===== src/rtl/core/met_pkg.sv =====
package met_pkg;

  localparam int COORD_BITS = 32;
  localparam int FRAC_BITS  = 28;
  localparam int ITER_BITS  = 10;
  localparam int AREA_BITS  = 12;

  localparam int SIZE_BITS  = AREA_BITS + 1;
  localparam int SPAN_W     = COORD_BITS + 1;
  localparam int PROD_W     = SPAN_W + AREA_BITS + 1;
  localparam int MAG_W      = PROD_W - 1;
  localparam int SUM_W      = PROD_W + 1;
  localparam int SQ_W       = 2 * COORD_BITS;
  localparam int MAG_SQ_W   = SQ_W + 1;
  localparam int SAT_W      = (SUM_W > MAG_SQ_W) ? SUM_W : MAG_SQ_W;
  localparam int DIV_CNT_W  = $clog2(MAG_W + 1);

  localparam int SHADE_BITS  = 8;
  localparam int SHADE_NUM_W = ITER_BITS + SHADE_BITS;
  localparam int SHADE_CNT_W = $clog2(SHADE_BITS);
  localparam int COLOR_W     = 32;
  localparam int RED_SHIFT   = 16;
  localparam logic [COLOR_W-1:0] COLOR_ALPHA = 32'hff00_0000;

  localparam logic [MAG_SQ_W-1:0] ESC_BOUND = MAG_SQ_W'(4) << (2 * FRAC_BITS);

  localparam int QUEUE_DEPTH = 2;
  localparam int QUEUE_PTR_W = $clog2(QUEUE_DEPTH);
  localparam int QUEUE_CNT_W = $clog2(QUEUE_DEPTH + 1);

  localparam int CFG_IDX_W  = 3;
  localparam int CFG_DATA_W = COORD_BITS;

  typedef enum logic [CFG_IDX_W-1:0] {
    CFG_REAL_MIN   = 3'd0,
    CFG_REAL_MAX   = 3'd1,
    CFG_IMAG_MIN   = 3'd2,
    CFG_IMAG_MAX   = 3'd3,
    CFG_AREA_W     = 3'd4,
    CFG_AREA_H     = 3'd5,
    CFG_ITER_LIMIT = 3'd6
  } cfg_idx_e;

  // view defaults: -2.0 .. 1.0 by -1.5 .. 1.5
  localparam logic [COORD_BITS-1:0] RST_REAL_MIN = 32'he000_0000;
  localparam logic [COORD_BITS-1:0] RST_REAL_MAX = 32'h1000_0000;
  localparam logic [COORD_BITS-1:0] RST_IMAG_MIN = 32'he800_0000;
  localparam logic [COORD_BITS-1:0] RST_IMAG_MAX = 32'h1800_0000;
  localparam logic [SIZE_BITS-1:0]  RST_AREA_W   = SIZE_BITS'(300);
  localparam logic [SIZE_BITS-1:0]  RST_AREA_H   = SIZE_BITS'(200);
  localparam logic [ITER_BITS-1:0]  RST_LIMIT    = ITER_BITS'(30);

  localparam logic signed [SAT_W-1:0] SAT_HI = (SAT_W'(1) << (COORD_BITS - 1)) - SAT_W'(1);
  localparam logic signed [SAT_W-1:0] SAT_LO = -SAT_HI - SAT_W'(1);

  typedef struct packed {
    logic signed [COORD_BITS-1:0] real_min;
    logic signed [COORD_BITS-1:0] real_max;
    logic signed [COORD_BITS-1:0] imag_min;
    logic signed [COORD_BITS-1:0] imag_max;
    logic [SIZE_BITS-1:0]         area_width;
    logic [SIZE_BITS-1:0]         area_height;
    logic [ITER_BITS-1:0]         iteration_limit;
  } met_cfg_t;

  typedef struct packed {
    logic [AREA_BITS-1:0]         col;
    logic [AREA_BITS-1:0]         row;
    logic signed [COORD_BITS-1:0] cr;
    logic signed [COORD_BITS-1:0] ci;
  } met_item_t;

  function automatic logic signed [COORD_BITS-1:0] sat_coord(
    input logic signed [SAT_W-1:0] x
  );
    logic signed [COORD_BITS-1:0] res;
    if (x > SAT_HI) begin
      res = SAT_HI[COORD_BITS-1:0];
    end else if (x < SAT_LO) begin
      res = SAT_LO[COORD_BITS-1:0];
    end else begin
      res = x[COORD_BITS-1:0];
    end
    return res;
  endfunction

endpackage


===== src/rtl/core/met_queue.sv =====
module met_queue
  import met_pkg::*;
(
  input  logic      clk_i,
  input  logic      rst_ni,
  input  logic      push_i,
  input  met_item_t item_i,
  output logic      full_o,
  input  logic      pop_i,
  output met_item_t item_o,
  output logic      empty_o
);

  met_item_t              mem_q [QUEUE_DEPTH];
  logic [QUEUE_PTR_W-1:0] wr_ptr_q, rd_ptr_q;
  logic [QUEUE_CNT_W-1:0] cnt_q;

  function automatic logic [QUEUE_PTR_W-1:0] ptr_next(input logic [QUEUE_PTR_W-1:0] p);
    logic [QUEUE_PTR_W-1:0] n;
    if (p == QUEUE_PTR_W'(QUEUE_DEPTH - 1)) begin
      n = '0;
    end else begin
      n = p + QUEUE_PTR_W'(1);
    end
    return n;
  endfunction

  assign full_o  = cnt_q == QUEUE_CNT_W'(QUEUE_DEPTH);
  assign empty_o = cnt_q == '0;
  assign item_o  = mem_q[rd_ptr_q];

  always_ff @(posedge clk_i or negedge rst_ni) begin
    if (!rst_ni) begin
      wr_ptr_q <= '0;
      rd_ptr_q <= '0;
      cnt_q    <= '0;
    end else begin
      if (push_i) begin
        wr_ptr_q <= ptr_next(wr_ptr_q);
      end
      if (pop_i) begin
        rd_ptr_q <= ptr_next(rd_ptr_q);
      end
      if (push_i && !pop_i) begin
        cnt_q <= cnt_q + QUEUE_CNT_W'(1);
      end else if (pop_i && !push_i) begin
        cnt_q <= cnt_q - QUEUE_CNT_W'(1);
      end
    end
  end

  always_ff @(posedge clk_i) begin
    if (push_i) begin
      mem_q[wr_ptr_q] <= item_i;
    end
  end

endmodule


===== config.mk =====
export PLATFORM = sky130hd
export DESIGN_NAME = met_queue
export DESIGN_NICKNAME = d
export VERILOG_FILES = /design/src/rtl/core/met_pkg.sv /design/src/rtl/core/met_queue.sv
export SDC_FILE = /design/constraint.sdc
export NUM_CORES = 1
export LEC_CHECK = 0
export ABC_CLOCK_PERIOD_IN_PS = 5000
export BUFFER_PORTS_ARGS = -buffer_cell sky130_fd_sc_hd__buf_2
export CORE_UTILIZATION = 38
export DETAILED_ROUTE_END_ITERATION = 16
export PLACE_DENSITY = 0.65
export SYNTH_ARGS = -nofsm -noshare
export SYNTH_HDL_FRONTEND = slang
export SYNTH_SLANG_ARGS = --single-unit
export TNS_END_PERCENT = 1

===== constraint.sdc =====
create_clock -name clk_i -period 5 [get_ports clk_i]
set_input_delay 1 -clock clk_i [delete_from_list [all_inputs] [get_ports clk_i]]
set_output_delay 1 -clock clk_i [all_outputs]
set_load 0.005 [all_outputs]

# After elaboration in Yosys (flattened, before gate mapping)
# Memories as Yosys holds them, arrays and structs flattened.
# Index checks and enable logic that the tools add are counted.
[word_totals]
regBits = 4
romBits = 0
n_memories = 1
ram_bits = 176
output_inout_bits = 90
latchBits = 0
inputBits = 92
elab_cells = 21
[mem_list]
columns = ["memory", "words", "width", "read_ports", "rd_clocked_by_memory_dff", "write_ports", "line", "text"]
rows = [
  ["mem_q", 2, 88, 1, 0, 1, "met_queue.sv:14", "met_item_t mem_q [QUEUE_DEPTH];"],
]
[op_classes]
shifts = 0
n_lt_le_gt_ge = 0
mux = 6
addsub = 4
reduce_logical = 6
n_bitwise = 0
n_mul = 0
n_div = 0
n_eq_ne = 1
[ops]
columns = ["op", "n"]
rows = [
  ["$mux W1", 4],
  ["$mux W2", 2],
  ["$add A1 B1 Y1 const B", 2],
  ["$add A2 B1 Y2 const B", 1],
  ["$eq A2 B2 Y1 const B", 1],
  ["$logic_and A1 B1 Y1", 2],
  ["$logic_not A1 Y1", 2],
  ["$logic_not A2 Y1", 1],
  ["$reduce_bool A2 Y1", 1],
  ["$sub A2 B1 Y2 const B", 1],
]

# Longest topological paths before layout
[depth]
depth_word = 4
mapped_depth = 5
mapped_depth_nobuf = 5

# Worst setup path before layout
# OpenSTA, ideal clock, no wires.
[synth_timing]
kind = "input to register"
from = "input port push_i"
to = "memory mem_q[0][0] (netlist name), enable pin"
n_path_buf = 0
path_slack_ns = -0.385
stages = 1
arrival_time_ns = 4.840
setup_ns = 0.546
t_required_ns = 4.454
path_cell_list = "nor2b_1"
[synth_between]
elab_chain_len = 2
[synth_rtl]
columns = ["item", "line", "text"]
rows = [
  ["from (decl)", "met_queue.sv:6", "input logic push_i,"],
  ["$mux W1", "met_queue.sv:53", "if (push_i) begin"],
  ["$mux W1 (implied by the code)", "met_queue.sv:54", "mem_q[wr_ptr_q] <= item_i;"],
  ["to (decl)", "met_queue.sv:14", ""],
]
# No other way between the ends.

==> run_results.csv <==
group,metric,value,unit
detailed_routing,ant_nets,0,
global_routing,grt_pass1_vias,3698,
timing,setup_tns,0,ps
timing,worst_slew_pin_slew,1150,ps
global_routing,grt_first_pass_wirelength,18500,um
detailed_routing,vias_per_cell,4.60,
critical_path,crit_type,"flop to primary output",
detailed_routing,wl_per_cell,16.3,um
timing,slew_viol_final,0,
clock_network,path_clk_slew,60,ps
run,maxCapViolCount,0,
placed_design,portBuffers,181,
run_status,status,"completed",
synthesis,syn_nets,383,
clock_network,cts.htree.levels,4,
synthesis,ys_top_cells_by_area,"edfxtp_1 80%, mux2_2 13%, mux2_4 2.3%, dfrtp_1 1.5%, buf_2 0.53%",
timing,fin_crit_sh,0.694,
clock_network,cts-root-buf,"clkbuf_16",
clock_network,post_cts_resized,0,
die,core.rowCount,47,
synthesis,synth.top_cell.area_share,0.805,
clock_network,cts_tree,"yes",
clock_network,cts-buffers-inserted,17,
clock_network,clk_latency,410,ps
clock_network,cts_sinks,180,
die,core_area,16700,um^2
synthesis,seq_area_frac_synth,0.820,
detailed_routing,drt_iter0_drc,171,
power_and_ir_drop,p_leak,3.16,nW
synthesis,post-synth-top-area-cell,"edfxtp_1",
timing,slew_headroom,0.232,
critical_path,reg2reg_to,"mem_q[1][47]",
final_layout,nets,577,
critical_path,worstReg2RegStart,"wr_ptr_q",
detailed_routing,finalWirelength,11700,um
global_routing,grt_max_degree,81,
critical_path,end_kind,"primary output",
placed_design,gp_congestion,0.684,
clock_network,clockBufferDepth,2,
critical_path,rrSetupSlack,2970,ps
synthesis,synthCells,290,
detailed_routing,route.detailed.drc,0,
critical_path,slowest_delay,1200,ps
critical_path,arrival,2470,ps
power_and_ir_drop,p_per_area,549,nW/um^2
synthesis,netlist_area,6570,um^2
detailed_routing,via_count,3292,
critical_path,crit_chain,"buf_4, mux2_2, buf_2",
die,ios,182,
die,dieArea,17800,um^2
synthesis,yosysWarnings,0,
synthesis,ys_types,13,
clock_network,cts_setup_buffers,0,
critical_path,worstPathRequired,4000,ps
global_routing,grt-ovfl-total,0,
timing,post-route-min-period,3470,ps
timing,max_freq,288,MHz
placed_design,hpwlAfterDp,7560,um
die,die_x,133,um
clock_network,cts_hold_buffers,0,
timing,clock_skew,4.41,ps
final_layout,diodes,0,
final_layout,area_delta_synth_final,26.7,%
timing,rsz0062_at_grt,"no",
final_layout,drive_above_1_share,0.615,
critical_path,ff2ff_path_depth,2,
die,die_y,133,um
die,start_util,0.393,
detailed_routing,dr.pass1.iters,4,
synthesis,ys_ff_latch,180,
global_routing,grtUsageTotal,0.139,
critical_path,cpMaxStageDelayCell,"dfrtp_4",
synthesis,syn_area_per_cell,22.7,um^2
worst_hold_path,hp-class,"primary input to async pin",
global_routing,antenna_found_initial,0,
timing,setup_viol,0,
timing,hold_viol_final,0,
timing,whs,380,ps
critical_path,crit_fanout,80,
critical_path,startpoint_type,"flop",
power_and_ir_drop,vdd_drop_max,0.239,mV
-- per-layer routing --
metal	vias to the layer above	wire length, um	track usage
met5	-	0	0
met4	0	223	0.0657
met3	17	763	0.0441
met2	122	5980	0.239
met1	1618	4710	0.157
li1	1535	-	-
-- cell usage after synthesis (all sizes together) --
| cell | instances |
|---|---|
| xnor2 | 1 |
| inv | 1 |
| edfxtp | 176 |
| mux2 | 88 |
| buf | 10 |
| xor2 | 4 |
| ha | 1 |
| and2 | 1 |
| nor2 | 2 |
| nor2b | 2 |
| dfrtp | 4 |
-- layout make-up --
| type | count | area (um^2) |
|---|---|---|
| Clock buffer | 17 | 425 |
| Clock inverter | 14 | 160 |
| Fill cell | 1409 | 8380 |
| Inverter | 1 | 3.75 |
| Multi-Input combinational cell | 99 | 1120 |
| Sequential cell | 180 | 5390 |
| Tap cell | 220 | 275 |
| Timing Repair Buffer | 185 | 948 |
-- registers in the layout, indices dropped and copies added (netlist names) --
name,count
cnt_q,2
mem_q,176
rd_ptr_q,1
wr_ptr_q,1
-- per-stage QoR --
| stage | utilization | instances | setup slack [ps] | area, um^2 | total power [mW] |
|---|---|---|---|---|---|
| 6_report | 0.498 | 716 | 1530 | 8320 | 4.57 |
| 5_1_grt | 0.498 | 716 | 1370 | 8320 | 4.81 |
| 4_1_cts | 0.498 | 716 | 1460 | 8320 | 4.65 |
| 3_5_place_dp | 0.463 | 685 | 1930 | 7740 | 3.32 |
| 3_3_place_gp | 0.463 | 685 | 1970 | 7740 | 3.29 |
| 2_1_floorplan | - | 290 | 1260 | 6570 | 2.84 |
-- power by group --
part | total [mW] | switching (mW) | internal, mW
combinational | 1.05 | 0.443 | 0.606
sequential | 2.21 | 0.206 | 2.00
clock | 1.31 | 0.532 | 0.781
total | 4.57 | 1.18 | 3.39
-- layout by cell type (no fill, tap or decap), types with 2 or more instances in the layout --
cell type	netlist	final
clkinv_2	0	4
clkinv_1	0	2
mux2_4	10	10
edfxtp_1	176	176
nor2_1	2	2
clkbuf_16	0	17
buf_4	0	3
dfrtp_1	4	3
inv_6	0	3
buf_2	7	181
xor2_1	4	4
mux2_2	78	78
bufinv_16	0	3
-- worst max path at each step --
stage               startpoint           to  slack, ps  cells after the start
CTS                   rd_ptr_q    item_o[6]       1460                      3
detailed placement    rd_ptr_q    item_o[6]       1930                      3
finish                rd_ptr_q    item_o[6]       1530                      3
floorplan               push_i  mem_q[0][0]       1260                      1
global placement      rd_ptr_q   item_o[27]       1970                      3
global route          rd_ptr_q    item_o[0]       1370                      3
-- kinds of logic after synthesis --
group / after synthesis / share of synthesized area
xor gates and xnor gates: 5 / 0.00667
adders and majority gates: 1 / 0.00190
buffers and inverters: 11 / 0.0110
DFF: 180 / 0.820
muxes: 88 / 0.157
and+or+nand+nor: 5 / 0.00400
-- critical path, delay by kind of cell, from the launching register on --
family	cells	cell delay, ps
flops	1	1200
buf+inv	2	480
mux	1	350
Power figures use the tool's default switching activity.
