## config.mk

```make
export PLATFORM = sky130hd
export DESIGN_NAME = met_front
export DESIGN_NICKNAME = d
export VERILOG_FILES = /design/src/rtl/core/met_pkg.sv /design/src/rtl/core/met_div.sv /design/src/rtl/core/met_front.sv
export SDC_FILE = /design/constraint.sdc
export NUM_CORES = 2
export LEC_CHECK = 0
export ABC_AREA = 1
export ABC_CLOCK_PERIOD_IN_PS = 8700
export BUFFER_PORTS_ARGS = -buffer_cell sky130_fd_sc_hd__buf_2
export CORE_ASPECT_RATIO = 1.2
export CORE_UTILIZATION = 35
export CTS_CLUSTER_DIAMETER = 30
export DETAILED_ROUTE_END_ITERATION = 8
export GPL_TIMING_DRIVEN = 0
export MAX_ROUTING_LAYER = met4
export SLEW_MARGIN = 20
export SYNTH_ARGS = -nofsm -noshare
export SYNTH_HDL_FRONTEND = slang
export SYNTH_SLANG_ARGS = --single-unit
```

## constraint.sdc

```tcl
create_clock -name clk_i -period 8.7 [get_ports clk_i]
set_clock_uncertainty 0.1 [all_clocks]
set_input_delay 0.435 -clock clk_i [delete_from_list [all_inputs] [get_ports clk_i]]
set_output_delay 0.435 -clock clk_i [all_outputs]
set_load 0.03 [all_outputs]
```

## src/rtl/core/met_pkg.sv

```systemverilog
package met_pkg;

  localparam int COORD_BITS = 32;
  localparam int FRAC_BITS  = 28;
  localparam int ITER_BITS  = 10;
  localparam int AREA_BITS  = 12;

  localparam int SIZE_BITS  = AREA_BITS + 1;
  localparam int SPAN_W     = COORD_BITS + 1;
  localparam int PROD_W     = SPAN_W + AREA_BITS + 1;
  localparam int MAG_W      = PROD_W - 1;
  localparam int SUM_W      = PROD_W + 1;
  localparam int SQ_W       = 2 * COORD_BITS;
  localparam int MAG_SQ_W   = SQ_W + 1;
  localparam int SAT_W      = (SUM_W > MAG_SQ_W) ? SUM_W : MAG_SQ_W;
  localparam int DIV_CNT_W  = $clog2(MAG_W + 1);

  localparam int SHADE_BITS  = 8;
  localparam int SHADE_NUM_W = ITER_BITS + SHADE_BITS;
  localparam int SHADE_CNT_W = $clog2(SHADE_BITS);
  localparam int COLOR_W     = 32;
  localparam int RED_SHIFT   = 16;
  localparam logic [COLOR_W-1:0] COLOR_ALPHA = 32'hff00_0000;

  localparam logic [MAG_SQ_W-1:0] ESC_BOUND = MAG_SQ_W'(4) << (2 * FRAC_BITS);

  localparam int QUEUE_DEPTH = 2;
  localparam int QUEUE_PTR_W = $clog2(QUEUE_DEPTH);
  localparam int QUEUE_CNT_W = $clog2(QUEUE_DEPTH + 1);

  localparam int CFG_IDX_W  = 3;
  localparam int CFG_DATA_W = COORD_BITS;

  typedef enum logic [CFG_IDX_W-1:0] {
    CFG_REAL_MIN   = 3'd0,
    CFG_REAL_MAX   = 3'd1,
    CFG_IMAG_MIN   = 3'd2,
    CFG_IMAG_MAX   = 3'd3,
    CFG_AREA_W     = 3'd4,
    CFG_AREA_H     = 3'd5,
    CFG_ITER_LIMIT = 3'd6
  } cfg_idx_e;

  // view defaults: -2.0 .. 1.0 by -1.5 .. 1.5
  localparam logic [COORD_BITS-1:0] RST_REAL_MIN = 32'he000_0000;
  localparam logic [COORD_BITS-1:0] RST_REAL_MAX = 32'h1000_0000;
  localparam logic [COORD_BITS-1:0] RST_IMAG_MIN = 32'he800_0000;
  localparam logic [COORD_BITS-1:0] RST_IMAG_MAX = 32'h1800_0000;
  localparam logic [SIZE_BITS-1:0]  RST_AREA_W   = SIZE_BITS'(300);
  localparam logic [SIZE_BITS-1:0]  RST_AREA_H   = SIZE_BITS'(200);
  localparam logic [ITER_BITS-1:0]  RST_LIMIT    = ITER_BITS'(30);

  localparam logic signed [SAT_W-1:0] SAT_HI = (SAT_W'(1) << (COORD_BITS - 1)) - SAT_W'(1);
  localparam logic signed [SAT_W-1:0] SAT_LO = -SAT_HI - SAT_W'(1);

  typedef struct packed {
    logic signed [COORD_BITS-1:0] real_min;
    logic signed [COORD_BITS-1:0] real_max;
    logic signed [COORD_BITS-1:0] imag_min;
    logic signed [COORD_BITS-1:0] imag_max;
    logic [SIZE_BITS-1:0]         area_width;
    logic [SIZE_BITS-1:0]         area_height;
    logic [ITER_BITS-1:0]         iteration_limit;
  } met_cfg_t;

  typedef struct packed {
    logic [AREA_BITS-1:0]         col;
    logic [AREA_BITS-1:0]         row;
    logic signed [COORD_BITS-1:0] cr;
    logic signed [COORD_BITS-1:0] ci;
  } met_item_t;

  function automatic logic signed [COORD_BITS-1:0] sat_coord(
    input logic signed [SAT_W-1:0] x
  );
    logic signed [COORD_BITS-1:0] res;
    if (x > SAT_HI) begin
      res = SAT_HI[COORD_BITS-1:0];
    end else if (x < SAT_LO) begin
      res = SAT_LO[COORD_BITS-1:0];
    end else begin
      res = x[COORD_BITS-1:0];
    end
    return res;
  endfunction

endpackage

```

## src/rtl/core/met_div.sv

```systemverilog
module met_div
  import met_pkg::*;
(
  input  logic                 clk_i,
  input  logic                 rst_ni,
  input  logic                 start_i,
  input  logic [MAG_W-1:0]     num_i,
  input  logic [SIZE_BITS-1:0] den_i,
  output logic                 busy_o,
  output logic [MAG_W-1:0]     quot_o
);

  logic [MAG_W-1:0]     shift_q;
  logic [SIZE_BITS-1:0] rem_q;
  logic [SIZE_BITS-1:0] den_q;
  logic [DIV_CNT_W-1:0] cnt_q;
  logic [SIZE_BITS:0]   trial;
  logic                 ge;

  // restoring division, one quotient bit a cycle
  assign trial = {rem_q, shift_q[MAG_W-1]};
  assign ge    = trial >= {1'b0, den_q};

  always_ff @(posedge clk_i or negedge rst_ni) begin
    if (!rst_ni) begin
      cnt_q <= '0;
    end else if (start_i) begin
      cnt_q <= DIV_CNT_W'(MAG_W);
    end else if (busy_o) begin
      cnt_q <= cnt_q - DIV_CNT_W'(1);
    end
  end

  always_ff @(posedge clk_i) begin
    if (start_i) begin
      shift_q <= num_i;
      rem_q   <= '0;
      den_q   <= den_i;
    end else if (busy_o) begin
      shift_q <= {shift_q[MAG_W-2:0], ge};
      rem_q   <= ge ? SIZE_BITS'(trial - {1'b0, den_q}) : trial[SIZE_BITS-1:0];
    end
  end

  assign busy_o = cnt_q != '0;
  assign quot_o = shift_q;

endmodule

```

## src/rtl/core/met_front.sv

```systemverilog
module met_front
  import met_pkg::*;
(
  input  logic                 clk_i,
  input  logic                 rst_ni,
  input  met_cfg_t             cfg_i,
  input  logic                 in_valid_i,
  output logic                 in_ready_o,
  input  logic [AREA_BITS-1:0] pixel_column_i,
  input  logic [AREA_BITS-1:0] pixel_row_i,
  output logic                 push_o,
  output met_item_t            item_o,
  input  logic                 full_i
);

  typedef enum logic [4:0] {
    F_IDLE = 5'b00001,
    F_MUL  = 5'b00010,
    F_LOAD = 5'b00100,
    F_DIV  = 5'b01000,
    F_PUSH = 5'b10000
  } front_state_e;

  front_state_e state_q, state_d;

  logic [AREA_BITS-1:0]     col_q, row_q;
  logic signed [PROD_W-1:0] prod_re_q, prod_im_q;
  logic signed [SPAN_W-1:0] span_re, span_im;
  logic [MAG_W-1:0]         mag_re, mag_im;
  logic [MAG_W-1:0]         quot_re, quot_im;
  logic [SIZE_BITS-1:0]     den_re, den_im;
  logic                     busy_re, busy_im;
  logic                     div_start;
  logic signed [PROD_W-1:0] qs_re, qs_im;
  logic signed [PROD_W-1:0] neg_re, neg_im;

  assign span_re = SPAN_W'(cfg_i.real_max) - SPAN_W'(cfg_i.real_min);
  assign span_im = SPAN_W'(cfg_i.imag_max) - SPAN_W'(cfg_i.imag_min);

  assign den_re = (cfg_i.area_width  == '0) ? SIZE_BITS'(1) : cfg_i.area_width;
  assign den_im = (cfg_i.area_height == '0) ? SIZE_BITS'(1) : cfg_i.area_height;

  assign neg_re = -prod_re_q;
  assign neg_im = -prod_im_q;
  assign mag_re = prod_re_q[PROD_W-1] ? neg_re[MAG_W-1:0] : prod_re_q[MAG_W-1:0];
  assign mag_im = prod_im_q[PROD_W-1] ? neg_im[MAG_W-1:0] : prod_im_q[MAG_W-1:0];

  assign div_start  = state_q == F_LOAD;
  assign in_ready_o = state_q == F_IDLE;
  assign push_o     = (state_q == F_PUSH) && !full_i;

  met_div u_div_re (
    .clk_i   (clk_i),
    .rst_ni  (rst_ni),
    .start_i (div_start),
    .num_i   (mag_re),
    .den_i   (den_re),
    .busy_o  (busy_re),
    .quot_o  (quot_re)
  );

  met_div u_div_im (
    .clk_i   (clk_i),
    .rst_ni  (rst_ni),
    .start_i (div_start),
    .num_i   (mag_im),
    .den_i   (den_im),
    .busy_o  (busy_im),
    .quot_o  (quot_im)
  );

  // quotient truncates toward zero: sign applied after the magnitude divide
  always_comb begin
    qs_re = $signed({1'b0, quot_re});
    qs_im = $signed({1'b0, quot_im});
    if (prod_re_q[PROD_W-1]) begin
      qs_re = -qs_re;
    end
    if (prod_im_q[PROD_W-1]) begin
      qs_im = -qs_im;
    end
    item_o.col = col_q;
    item_o.row = row_q;
    item_o.cr  = sat_coord(SAT_W'(qs_re) + SAT_W'(cfg_i.real_min));
    item_o.ci  = sat_coord(SAT_W'(qs_im) + SAT_W'(cfg_i.imag_min));
  end

  always_comb begin
    state_d = state_q;
    unique case (state_q)
      F_IDLE: begin
        if (in_valid_i) begin
          state_d = F_MUL;
        end
      end
      F_MUL:  state_d = F_LOAD;
      F_LOAD: state_d = F_DIV;
      F_DIV: begin
        if (!busy_re && !busy_im) begin
          state_d = F_PUSH;
        end
      end
      F_PUSH: begin
        if (!full_i) begin
          state_d = F_IDLE;
        end
      end
      default: state_d = F_IDLE;
    endcase
  end

  always_ff @(posedge clk_i or negedge rst_ni) begin
    if (!rst_ni) begin
      state_q <= F_IDLE;
    end else begin
      state_q <= state_d;
    end
  end

  always_ff @(posedge clk_i) begin
    if (in_ready_o && in_valid_i) begin
      col_q <= pixel_column_i;
      row_q <= pixel_row_i;
    end
    if (state_q == F_MUL) begin
      prod_re_q <= span_re * $signed({1'b0, col_q});
      prod_im_q <= span_im * $signed({1'b0, row_q});
    end
  end

endmodule

```

; ---- Word-level counts from Yosys, hierarchy flattened
; Index checks and enable logic that the tools add are counted.
[totals]
wordCells = 76
output_inout_bits = 90
input_bits = 192
reg_bits = 275
[op_classes]
n_reduce_logical = 13
add_sub_neg = 12
magnitude_cmp = 6
n_eq_ne = 8
mux = 22
mul = 2
[ops]
columns = cell, count
row1 = $mux 45, 6
row2 = $mux 32, 4
row3 = $add 46x32->47, 2
row4 = $gt 47x32->1 const B, 2
row5 = $lt 47x32->1 const B, 2
row6 = $mul 33x13->46, 2
row7 = $mux 46, 2
row8 = $neg 45->46, 2
row9 = $neg 45->45, 2
row10 = $sub 32x32->33, 2
row11 = $ge 14x13->1, 2
row12 = $logic_not 13->1, 2
row13 = $mux 13, 2
row14 = $sub 13x13->13, 2
row15 = $pmux 5 s5, 1
row16 = $mux 6, 4
row17 = $mux 5, 3
row18 = $reduce_bool 6->1, 2
row19 = $sub 6x1->6 const B, 2
row20 = $ne 2x2->1 const B, 3
row21 = $eq 5x1->1 const B, 1
row22 = $eq 5x2->1 const B, 1
row23 = $eq 5x3->1 const B, 1
row24 = $eq 5x4->1 const B, 1
row25 = 5 further kinds, 10

; ---- Depth between registers and ports, before layout
[depth]
depth_word = 6
mapped_depth = 40
ltp_nobuf = 40

; ---- Cells and area by module
; A second synthesis with hierarchy kept.
[hier_totals]
cells_unflattened = 8034
area_unflattened_um2 = 56854.5
[by_module_without_submodules]
columns = mod, area_per_inst_um2, instances, cells_each, seq_area_each_um2
row1 = met_front, 48451.5, 1, 7022, 3609.7
row2 = met_div, 4201.5, 2, 506, 2152.1

; ---- Least setup slack after synthesis
; Ideal clock, no wire load.
[synth_timing]
path_kind = input to register
from = in cfg_i[100] in the netlist's numbering
to = reg prod_re_q[43], data pin
path_stages = 35
required_ns = 8.348
arrival_ns = 6.622
setup_time_ns = 0.252
path_slack_ns = 1.726
n_path_buf = 1
cell_sequence = inv_1 > ha_1 > fa_1 > inv_1 > nand2_1 > o21ai_2 > a21oi_1 > o21bai_2 > nand2_1 > nand2_2 > nand2_1 > nand2_1 > nand4_1 > nand3_1 > nand2_1 > buf_6 > nor2_1 > fa_1 > inv_1 > fa_1 > inv_1 > fa_1 > fa_1 > inv_1 > fa_1 > inv_1 > ha_1 > a21oi_1 > inv_1 > a31oi_1 > o21ai_0 > a31oi_1 > nand2_1 > nand2_1 > nand2_1
[synth_between]
elab_chain_len = 2
[synth_lines]
columns = item, line_no
row1 = start: declaration, met_front.sv:6  ; input met_cfg_t cfg_i,
row2 = $sub 32x32->33, met_front.sv:37  ; assign span_re = SPAN_W'(cfg_i.real_max) - SPAN_W'(cfg_i.real_min);
row3 = $mul 33x13->46, met_front.sv:126  ; prod_re_q <= span_re * $signed({1'b0, col_q});
row4 = end signal: assignment, met_front.sv:126
row5 = end: declaration, met_front.sv:27  ; logic signed [PROD_W-1:0] prod_re_q, prod_im_q;
; No other way between the ends.
; A chain may end at the register's enable or synchronous reset.

; ---- Worst setup path after layout
[layout_timing]
from = in cfg_i[68] in the netlist's numbering
to = reg prod_im_q[44], data pin
[layout_between]
elab_chain_len = 2
[layout_lines]
columns = item, line_no
row1 = $sub 32x32->33, met_front.sv:38  ; assign span_im = SPAN_W'(cfg_i.imag_max) - SPAN_W'(cfg_i.imag_min);
row2 = $mul 33x13->46, met_front.sv:127  ; prod_im_q <= span_im * $signed({1'b0, row_q});
row3 = end signal: assignment, met_front.sv:127
row4 = end: declaration, met_front.sv:27
; No other way between the ends.

==> run_summary.xml <==
<?xml version="1.0" encoding="UTF-8"?>
<metrics>
  <group name="die">
    <metric name="floorplan.rows" unit="">159</metric>
    <metric name="core_area" unit="µm²">157000</metric>
    <metric name="die_width" unit="µm">365</metric>
    <metric name="die_height" unit="µm">438</metric>
    <metric name="floorplan.initialDensity" unit="">0.353</metric>
    <metric name="fp.dieArea" unit="µm²">160000</metric>
    <metric name="design.portCount" unit="">282</metric>
  </group>
  <group name="placed_design">
    <metric name="portBuffers" unit="">271</metric>
    <metric name="detailed_placement_wirelength_estimate" unit="µm">168000</metric>
    <metric name="globalplace.congestion" unit="">1.01</metric>
    <metric name="pre_cts_ws" unit="ns">-0.243</metric>
  </group>
  <group name="clock_tree">
    <metric name="cts_made_buffers" unit="">60</metric>
    <metric name="insertion_delay" unit="ns">0.68</metric>
    <metric name="clock_path_buffers" unit="">3</metric>
    <metric name="post-cts-setup-buffer-count" unit="">0</metric>
    <metric name="tritoncts" unit="">done</metric>
    <metric name="clkSinkCount" unit="">275</metric>
    <metric name="htreeDepth" unit="">2</metric>
    <metric name="cts.root.buffer_cell" unit="">sky130_fd_sc_hd__clkbuf_16</metric>
    <metric name="worst_setup_hold_path_clk_slew" unit="ns">0.05</metric>
  </group>
  <group name="grt">
    <metric name="globalRouteMet1Util" unit="">0.277</metric>
    <metric name="grt_pass1_vias" unit="">52300</metric>
    <metric name="grt_max_degree" unit="">61</metric>
    <metric name="groute.layer.met3.usage" unit="">0.0309</metric>
    <metric name="gr-total-overflow" unit="">0</metric>
    <metric name="number_of_antenna_violations_at_the_first_check_in_global_routing" unit="">5</metric>
    <metric name="grt_use_total" unit="">0.252</metric>
    <metric name="grt_first_pass_wirelength" unit="µm">298000</metric>
    <metric name="global_route.usage.met2" unit="">0.438</metric>
    <metric name="globalRoute.busiestLayer" unit="">met2</metric>
  </group>
  <group name="job">
    <metric name="cap_viol_max_count" unit="">0</metric>
  </group>
  <group name="route">
    <metric name="wl_per_cell" unit="µm">19.1</metric>
    <metric name="drtPass1Iterations" unit="">6</metric>
    <metric name="drt-vias-per-instance" unit="">4.93</metric>
    <metric name="route.antenna.remaining_nets" unit="">0</metric>
    <metric name="post-route-drc-count" unit="">0</metric>
    <metric name="totalWireLength" unit="µm">196000</metric>
    <metric name="dr_total_vias" unit="">50600</metric>
    <metric name="drt_iter0_markers" unit="">3218</metric>
  </group>
  <group name="final_layout">
    <metric name="finish.net_count" unit="">9387</metric>
    <metric name="area.growth.synth_to_final" unit="%">12.0</metric>
    <metric name="footprint_of_the_multi_input_gates" unit="µm²">40100</metric>
    <metric name="num-fill-cells" unit="">16800</metric>
    <metric name="sequential_cell_area" unit="µm²">7910</metric>
    <metric name="drive_gt1_frac" unit="">0.0800</metric>
  </group>
  <group name="min_path">
    <metric name="holdPathStages" unit="">2</metric>
    <metric name="timing.hold.worst.class" unit="">in -&gt; reg</metric>
    <metric name="worstHoldStart" unit="">cfg_i[26]</metric>
    <metric name="min_to" unit="">u_div_re.den_q[3]</metric>
  </group>
  <group name="logic_synthesis">
    <metric name="synthesis.area_per_instance" unit="µm²">7.18</metric>
    <metric name="synth_cell_types" unit="">68</metric>
    <metric name="synth-seq-area-share" unit="">0.143</metric>
    <metric name="synthesized_netlist_net_count" unit="">9000</metric>
    <metric name="ys_ff_latch" unit="">275</metric>
    <metric name="post_synth_design_cell_area" unit="µm²">55400</metric>
    <metric name="synth_top_area_share" unit="">0.254</metric>
    <metric name="synth-async-reset-ratio" unit="">0.0618</metric>
    <metric name="yosysTopAreaCell" unit="">sky130_fd_sc_hd__fa_1</metric>
    <metric name="leading_post_synthesis_cells_by_instance_count" unit="">sky130_fd_sc_hd__nand2_1 (1770), sky130_fd_sc_hd__inv_1 (1717), sky130_fd_sc_hd__nor2_1 (888)</metric>
    <metric name="yosysWarnings" unit="">0</metric>
    <metric name="synthesis.instances" unit="">7716</metric>
    <metric name="synth_edf_count" unit="">232</metric>
    <metric name="synth-main-ff-cell" unit="">sky130_fd_sc_hd__edfxtp_1</metric>
    <metric name="yosys-top-cells-area" unit="">sky130_fd_sc_hd__fa_1 (25%), sky130_fd_sc_hd__edfxtp_1 (13%), sky130_fd_sc_hd__nand2_1 (12%), sky130_fd_sc_hd__inv_1 (12%), sky130_fd_sc_hd__ha_1 (8.8%)</metric>
    <metric name="synth_most_common_cell" unit="">sky130_fd_sc_hd__nand2_1</metric>
  </group>
  <group name="timing">
    <metric name="period_share" unit="">0.946</metric>
    <metric name="postLayoutSetupSlackWorst" unit="ns">0.469</metric>
    <metric name="worst-slew-pin-transition" unit="ns">1.07</metric>
    <metric name="timing_hold_violations_final" unit="">0</metric>
    <metric name="layout_min_cycle_time" unit="ns">8.23</metric>
    <metric name="setup_viol" unit="">0</metric>
    <metric name="worst_slew_margin_rel" unit="">0.285</metric>
    <metric name="grt_setup_unrepaired" unit="">false</metric>
    <metric name="fmax" unit="GHz">0.121</metric>
    <metric name="finalMaxSlewViolations" unit="">0</metric>
    <metric name="finalSetupTns" unit="ns">0</metric>
  </group>
  <group name="worst_setup_path">
    <metric name="crit_path_frequent_cell" unit="">sky130_fd_sc_hd__nand2_1</metric>
    <metric name="cpMaxStageDelayCell" unit="">sky130_fd_sc_hd__fa_1</metric>
    <metric name="critPathKind" unit="">in -&gt; reg</metric>
    <metric name="critPathLaunch" unit="">cfg_i[68]</metric>
    <metric name="critical_path.startpoint_type" unit="">input pin</metric>
    <metric name="worst_setup_path_end_kind" unit="">flip-flop</metric>
    <metric name="critical_path.max_fanout" unit="">8</metric>
    <metric name="r2r-start" unit="">row_q[3]</metric>
    <metric name="worst_ep_arrival_time" unit="ns">8.51</metric>
    <metric name="worst-r2r-cell-count" unit="">22</metric>
    <metric name="worst_ep_required_time" unit="ns">8.98</metric>
    <metric name="setup_slack_reg_to_reg" unit="ns">0.94</metric>
    <metric name="worst_r2r_end" unit="">prod_im_q[43]</metric>
    <metric name="critical-path-max-stage-delay" unit="ns">0.60</metric>
  </group>
  <group name="outcome">
    <metric name="status" unit="">complete, no violations</metric>
  </group>
</metrics>
[kinds of logic (layout without fill, tap and decap cells)]
group | after synthesis | count (layout) | synth area share
AND/OR/NAND/NOR | 3320 | 3320 | 0.250
buffers and inverters | 1938 | 2376 | 0.133
adder cells (fa/ha/maj) | 1092 | 1092 | 0.342
AO/OA/AOI/OAI | 725 | 725 | 0.0734
XOR/XNOR | 366 | 366 | 0.0585
flip-flops | 275 | 275 | 0.143
other | 0 | 3 | 0
[sequential cells by signal, summed over array words and instances, names as in the netlist]
name             count
prod_im_q           46
row_q               12
u_div_re.cnt_q       6
u_div_im.rem_q      13
u_div_im.quot_o     45
u_div_re.rem_q      13
prod_re_q           46
u_div_re.quot_o     45
u_div_re.den_q      13
state_q              5
u_div_im.den_q      13
u_div_im.cnt_q       6
col_q               12
[timing repair]
action,4_1_cts,5_1_grt
resized for setup,0,1
hold endpoints to repair,64,0
endpoints found under the setup margin,0,1
hold buffers,49,0
[layer usage]
| layer | up-vias | wire length, µm |
|---|---|---|
| li1 | 24300 | - |
| met1 | 24300 | 75400 |
| met2 | 1492 | 97600 |
| met3 | 480 | 10000 |
| met4 | 0 | 12700 |
| met5 | - | 0 |
[critical path: cells and delay by family]
family	cells	cell delay, ns
adder cells (fa/ha/maj)	8	3.64
AND/OR/NAND/NOR	17	2.52
AO/OA/AOI/OAI	5	0.96
buffers and inverters	6	0.52
XOR/XNOR	1	0.41
[metrics by stage]
stage          utilization  cell area, µm²  hold slack [ns]  cells
2_1_floorplan            -           55400           0.0394   7716
3_3_place_gp         0.379           59400            0.284  10100
3_5_place_dp         0.380           59500            0.283  10100
4_1_cts              0.396           62000          0.00514  10200
5_1_grt              0.396           62000           0.0189  10200
6_report             0.396           62000           0.0401  10300
[cell type report]
| cell class | count | area share |
|---|---|---|
| buffer | 172 | 0.0123 |
| tap | 2093 | 0.0422 |
| multi-input combinational | 5503 | 0.647 |
| antenna | 3 | 0.000121 |
| timing repair buffer | 325 | 0.0316 |
| inverter | 1766 | 0.107 |
| clock buffer | 65 | 0.0245 |
| sequential | 275 | 0.128 |
| clock inverter | 48 | 0.00803 |
[layout by cell type, fill, tap and decap left out, drive strengths merged, types with 207 or more instances in the layout]
master and instances:
edfxtp 232, a21oi 288, nor2 933, fa 702, nand3 259, ha 390, buf 306, clkbuf 207
o21ai 275, inv 1767, xor2 243, nand2 1794
[how the worst max path moves through the flow]
stage	endpoint	depth (start not counted)
after floorplan	prod_re_q[43]	35
after global placement	prod_im_q[43]	29
after detailed placement	prod_im_q[43]	31
after CTS	prod_im_q[43]	31
after global routing	prod_im_q[43]	33
final	prod_im_q[44]	37
Power is left out: the tool's default activity adds up to more than one toggle a clock period on the data nets, which glitch-free logic cannot reach.
